$ cat config.mk
export PLATFORM = sky130hd
export DESIGN_NAME = ecpb_cell
export DESIGN_NICKNAME = d
export VERILOG_FILES = /design/src/rtl/core/exact_color_palette_builder_defines.svh /design/src/rtl/core/ecpb_pkg.sv /design/src/rtl/core/ecpb_cell.sv
export SDC_FILE = /design/constraint.sdc
export NUM_CORES = 1
export LEC_CHECK = 0
export ABC_AREA = 1
export BUFFER_PORTS_ARGS = -buffer_cell sky130_fd_sc_hd__buf_4
export CAP_MARGIN = 30
export CORE_MARGIN = 10
export CORE_UTILIZATION = 43
export DETAILED_ROUTE_END_ITERATION = 12
export PLACE_DENSITY_LB_ADDON = 0.08
export SYNTH_ARGS = -nofsm -noshare
export SYNTH_HDL_FRONTEND = slang
export SYNTH_SLANG_ARGS = --single-unit
$ cat constraint.sdc
create_clock -name clk_i -period 1.4 [get_ports clk_i]
set_input_delay 0.35 -clock clk_i [delete_from_list [all_inputs] [get_ports clk_i]]
set_output_delay 0.35 -clock clk_i [all_outputs]
set_load 0.005 [all_outputs]
$ cat src/rtl/core/exact_color_palette_builder_defines.svh
// Assertion macros for the exact color palette builder.
`ifndef EXACT_COLOR_PALETTE_BUILDER_DEFINES_SVH
`define EXACT_COLOR_PALETTE_BUILDER_DEFINES_SVH

`ifndef SYNTHESIS
// Same-cycle implication, sampled on clk_i, off during reset.
`define ECPB_ASSERT_NOW(lbl, ante, cons) \
  lbl: assert property (@(posedge clk_i) disable iff (!rst_ni) (ante) |-> (cons)) \
    else $error("ecpb assertion failed");
// Next-cycle implication, sampled on clk_i, off during reset.
`define ECPB_ASSERT_NEXT(lbl, ante, cons) \
  lbl: assert property (@(posedge clk_i) disable iff (!rst_ni) (ante) |=> (cons)) \
    else $error("ecpb assertion failed");
`else
`define ECPB_ASSERT_NOW(lbl, ante, cons)
`define ECPB_ASSERT_NEXT(lbl, ante, cons)
`endif

`endif

$ cat src/rtl/core/ecpb_pkg.sv
// Shared types, codes and helpers of the exact color palette builder.
package ecpb_pkg;

  localparam int unsigned WordW  = 32;
  localparam int unsigned CountW = 9;
  localparam int unsigned IdxW   = 8;

  // action codes
  localparam logic [1:0] ActPixel = 2'd0;
  localparam logic [1:0] ActRead  = 2'd1;
  localparam logic [1:0] ActClear = 2'd2;

  // register indexes
  localparam logic RegConvertAlpha  = 1'b0;
  localparam logic RegPaletteEntries = 1'b1;

  localparam logic [7:0] SwzKeep = 8'hE7;
  localparam logic [7:0] SwzBit3 = 8'h08;
  localparam logic [7:0] SwzBit4 = 8'h10;

  // broadcast to every cell while one item travels the chain
  typedef struct packed {
    logic              pixel;    // 1: search for word, 0: read at rd_idx
    logic [WordW-1:0]  word;     // search key, also write data
    logic [CountW-1:0] used;
    logic [IdxW-1:0]   rd_idx;
    logic              rd_ok;
    logic              we;
    logic [IdxW-1:0]   wr_addr;
  } ctl_t;

  // token handed from cell to cell
  typedef struct packed {
    logic             hit;
    logic [WordW-1:0] payload;  // matched index (pixel) or entry (read)
  } tok_t;

  // file position to entry index: swap bits 3 and 4
  function automatic logic [7:0] swizzle(input logic [7:0] p);
    swizzle = (p & SwzKeep) | ((p & SwzBit3) << 1) | ((p & SwzBit4) >> 1);
  endfunction

endpackage

$ cat src/rtl/core/ecpb_cell.sv
// One palette cell: holds an entry, checks the passing token, hands it on.
module ecpb_cell #(
  parameter int unsigned IDX = 0
) (
  input  logic           clk_i,
  input  logic           rst_ni,
  input  ecpb_pkg::ctl_t ctl_i,
  input  logic           tok_vld_i,
  input  ecpb_pkg::tok_t tok_i,
  output logic           tok_vld_o,
  output ecpb_pkg::tok_t tok_o
);

  logic [ecpb_pkg::WordW-1:0] entry_q;
  logic                       vld_q;
  ecpb_pkg::tok_t             tok_q, tok_d;
  logic                       in_use, match;

  assign in_use = ecpb_pkg::CountW'(IDX) < ctl_i.used;

  always_comb begin
    if (ctl_i.pixel) begin
      match = in_use && !tok_i.hit && (entry_q == ctl_i.word);
    end else begin
      match = ctl_i.rd_ok && (ctl_i.rd_idx == ecpb_pkg::IdxW'(IDX));
    end
    tok_d = tok_i;
    if (match) begin
      tok_d.hit = 1'b1;
      if (ctl_i.pixel) begin
        tok_d.payload = ecpb_pkg::WordW'(IDX);
      end else begin
        tok_d.payload = entry_q;
      end
    end
  end

  always_ff @(posedge clk_i or negedge rst_ni) begin
    if (!rst_ni) begin
      vld_q <= 1'b0;
    end else begin
      vld_q <= tok_vld_i;
    end
  end

  always_ff @(posedge clk_i) begin
    tok_q <= tok_d;
    if (ctl_i.we && ctl_i.wr_addr == ecpb_pkg::IdxW'(IDX)) begin
      entry_q <= ctl_i.word;
    end
  end

  assign tok_vld_o = vld_q;
  assign tok_o     = tok_q;

endmodule

# After elaboration in Yosys (flattened, before gate mapping)
# Cells that the tools add are included.
[op_classes]
order_cmp = 1
n_eq_ne = 1
mux = 3
reduce_logical = 7
[op_table]
columns = ["cell", "n"]
rows = [
  ["$mux W32", 2],
  ["$eq A32 B32 Y1", 1],
  ["$logic_not A8 Y1", 2],
  ["$lt A1 B9 Y1 const A", 1],
  ["$logic_and A1 B1 Y1", 4],
  ["$logic_not A1 Y1", 1],
  ["$mux W1", 1],
]
[word_totals]
regBits = 66
input_bits = 96
out_inout_bits = 34
wordCells = 16

# Logic depth before layout (Yosys ltp)
[logic_depth]
word_depth = 5
depth_mapped = 12
ltp_nobuf = 11

# Worst setup path after synthesis
# OpenSTA, ideal clock, no wires.
[synth_path]
path_type = "in2reg"
from = "in ctl_i[1] (netlist name)"
to = "reg entry_q[0] (netlist name) (enable)"
setup_ps = 392
arrival_ps = 1446
required_time_ps = 1008
slack_ps = -439
cell_stages = 2
n_path_buf = 0
cell_sequence = "nor4_1 and3_1"
[synth_between]
elab_chain_cells = 2
[synth_rtl]
columns = ["item", "line_no", "text"]
rows = [
  ["from (decl)", "ecpb_cell.sv:7", "input ecpb_pkg::ctl_t ctl_i,"],
  ["$logic_not A8 Y1", "ecpb_cell.sv:48", "if (ctl_i.we && ctl_i.wr_addr == ecpb_pkg::IdxW'(IDX)) begin"],
  ["$logic_and A1 B1 Y1", "ecpb_cell.sv:48", ""],
  ["to (signal assigned)", "ecpb_cell.sv:49", "entry_q <= ctl_i.word;"],
  ["to (decl)", "ecpb_cell.sv:14", "logic [ecpb_pkg::WordW-1:0] entry_q;"],
]
# No other way between the ends.
# A chain may end at the register's enable or synchronous reset.

==> flow_summary.json <==
{
  "drt_iter0_markers": 72,
  "critPathRequiredTime_ns": 1.63,
  "drv_slew": 0,
  "ant_nets": 0,
  "setup_ws_ns": -0.115,
  "multi_input_comb_area_um2": 1130,
  "cts_made_buffers": 9,
  "antenna_cells": 0,
  "die_x_um": 103,
  "synth_area_per_cell_um2": 8.98,
  "syn_to_final_growth_pct": 49.4,
  "cts_tree": "done",
  "post-route-period-util_pct": 108,
  "ys_seq_area_share_pct": 55.0,
  "grt_max_degree": 33,
  "rows": 30,
  "wirelength_um": 8070,
  "fin_skew_ns": 0.0104,
  "core_um2": 6790,
  "nFillCells": 590,
  "power_density_nw_per_um2": 947,
  "synth_nets": 429,
  "ys_warn_count": 0,
  "grt_pass1_wl_um": 12500,
  "via_count": 2586,
  "grt_use_total_pct": 15.2,
  "hold_viol": 0,
  "setup_violations": 33,
  "grt_remaining_overflow": 0,
  "seq_area_um2": 1650,
  "first_global_vias": 2762,
  "fin_area_um2": 4470,
  "synth_cell_type_count": 26,
  "place_hpwl_um": 6230,
  "startpoint_type": "flip-flop",
  "min_path_type": "in2reg",
  "start_util_pct": 44.0,
  "slew_headroom_pct": 80.4,
  "grt_antenna_before_repair": 0,
  "timing.fmax_mhz": 660,
  "port_buffers": 129,
  "wl_per_cell_um": 13.8,
  "r2r_slack_ns": -0.12,
  "gp_congestion": 0.754,
  "ys.flop_type": "dfxtp_1",
  "cts_root_buf": "clkbuf_8",
  "htreeDepth": 3,
  "status": "complete, but fails checks",
  "final_layout_size_suffix_gt1_share_pct": 42.9,
  "synth_most_common_cell": "nand2_1",
  "vdd_drop_max_mv": 0.759,
  "worst-path-max-fanout": 20,
  "synthTopCellsByArea": "edfxtp_1 32%, dfxtp_1 22%, nand2_1 15%",
  "cp.arrival_ns": 1.74,
  "clk_pin_slew_worst_paths_ns": 0.08,
  "dr.pass1.iters": 4,
  "clock_latency_ns": 0.34,
  "drv_cap": 0,
  "period_needed_ns": 1.52,
  "worst_slew_pin_slew_ns": 0.295,
  "violations": "negative setup slack",
  "synthTopCellsByCount": "122 x nand2_1, 43 x inv_1, 33 x dfxtp_1",
  "syn_area_um2": 2990,
  "vias_per_cell": 4.41,
  "synth_top_area_cell": "edfxtp_1",
  "synth_seq_cells": 66,
  "rsz0062_at_grt": "true",
  "critical_path_class": "reg2reg",
  "drc_errors": 0,
  "clockBufferDepth": 2,
  "cp-end-kind": "flip-flop",
  "p_leak_nw": 2.27,
  "async_flop_share_pct": 1.52,
  "postSynthCellCount": 333,
  "ios": 130,
  "synth_edf_count": 32,
  "synth_top_area_share_pct": 32.1,
  "dpl_cell_area_um2": 4180,
  "die-area_um2": 10700,
  "cts.sinks": 66,
  "layout.nets": 581,
  "power.total_mw": 4.23,
  "dieHeight_um": 103
}
-- power by group --
part           total, mW  switching, mW  internal [mW]
registers           2.09         0.0148           2.07
clock network       1.67          0.743          0.926
logic              0.474          0.171          0.303
total               4.23          0.929           3.30
-- path summary, 6_finish.rpt --
path                                       from             endpoint  depth (start not counted)
setup / recovery           entry_q[4]$_DFFE_PP_    tok_o[31]$_DFF_P_                          8
min in group asynchronous                rst_ni  tok_vld_o$_DFF_PN0_                          2
max in group asynchronous                rst_ni  tok_vld_o$_DFF_PN0_                          2
setup reg to reg           entry_q[4]$_DFFE_PP_    tok_o[31]$_DFF_P_                          8
hold / removal                        tok_vld_i  tok_vld_o$_DFF_PN0_                          1
hold reg to reg            entry_q[1]$_DFFE_PP_     tok_o[1]$_DFF_P_                          2
-- through the flow --
step | setup TNS, ns | hold slack [ns] | std cells | worst slack (ns) | util, %
after CTS | -2.06 | 0.0964 | 586 | -0.122 | 65.5
after global routing | -6.04 | 0.106 | 586 | -0.225 | 65.8
after global placement | -8.08 | 0.125 | 566 | -0.194 | 61.6
after detailed placement | -8.10 | 0.127 | 566 | -0.214 | 61.6
after floorplan | 0 | 0.0544 | 333 | 0.0297 | -
final | -2.78 | 0.117 | 586 | -0.115 | 65.8
-- sequential cells by signal (all words and copies together) (netlist names) --
name / count
tok_o: 33
entry_q: 32
tok_vld_o: 1
-- cells by family (layout without fill, tap and decap cells) --
logic type                after synthesis  count (layout)  synth area share, %
and+or+nand+nor                       197             197                 32.7
DFF                                    66              66                 55.0
buffers and inverters                  54             211                 8.45
xor gates and xnor gates                9               9                 2.63
AOI/OAI and AO/OA                       7               7                 1.21
-- layout by cell type, fill, tap and decap left out, types with 3 or more instances in the layout --
cell / synthesis / routed
buf_4: 5 / 145
nand2_1: 122 / 120
inv_1: 43 / 43
dfxtp_1: 33 / 33
edfxtp_1: 32 / 32
nand3_2: 25 / 29
nor2_1: 22 / 19
clkbuf_8: 0 / 9
nand3_1: 12 / 8
nor2_2: 4 / 6
xnor2_1: 5 / 5
xor2_1: 4 / 4
o21ai_1: 1 / 4
buf_12: 0 / 4
nor2_4: 2 / 3
nor4_1: 3 / 3
-- layout make-up --
type / instances / area share, %
repair buffers: 151 / 26.6
inverters: 44 / 3.70
well taps: 96 / 2.69
flip-flops and latches: 66 / 36.8
multi-input cells: 213 / 25.4
clock inverters: 6 / 1.43
clock buffers: 10 / 3.33
-- critical path, stage by stage, from the launching register on --
cell and delay [ns]:
edfxtp_1 0.42, xor2_1 0.16, nor2_1 0.15, nand3_2 0.13
nor2_4 0.14, nand3_4 0.09, buf_12 0.18, nand3_2 0.06
nand2_1 0.06
-- per-layer routing --
| layer | vias to the layer above | share of wire, % | GRT usage [%] |
|---|---|---|---|
| met2 | 87 | 52 | 28.1 |
| met1 | 1138 | 38 | 15.2 |
| met4 | 0 | 1.6 | 5.88 |
| met3 | 14 | 8.4 | 5.12 |
| li1 | 1347 | - | - |
| met5 | - | 0 | 0 |
-- repair_timing --
action	4_1_cts	5_1_grt
buffers inserted	3	0
endpoints found under the setup margin	33	33
pin swaps	1	0
gates resized for setup	8	6
hold buffers	1	0
endpoints found under the hold margin	1	0
Note: power is estimated with default switching activity, not from simulation.
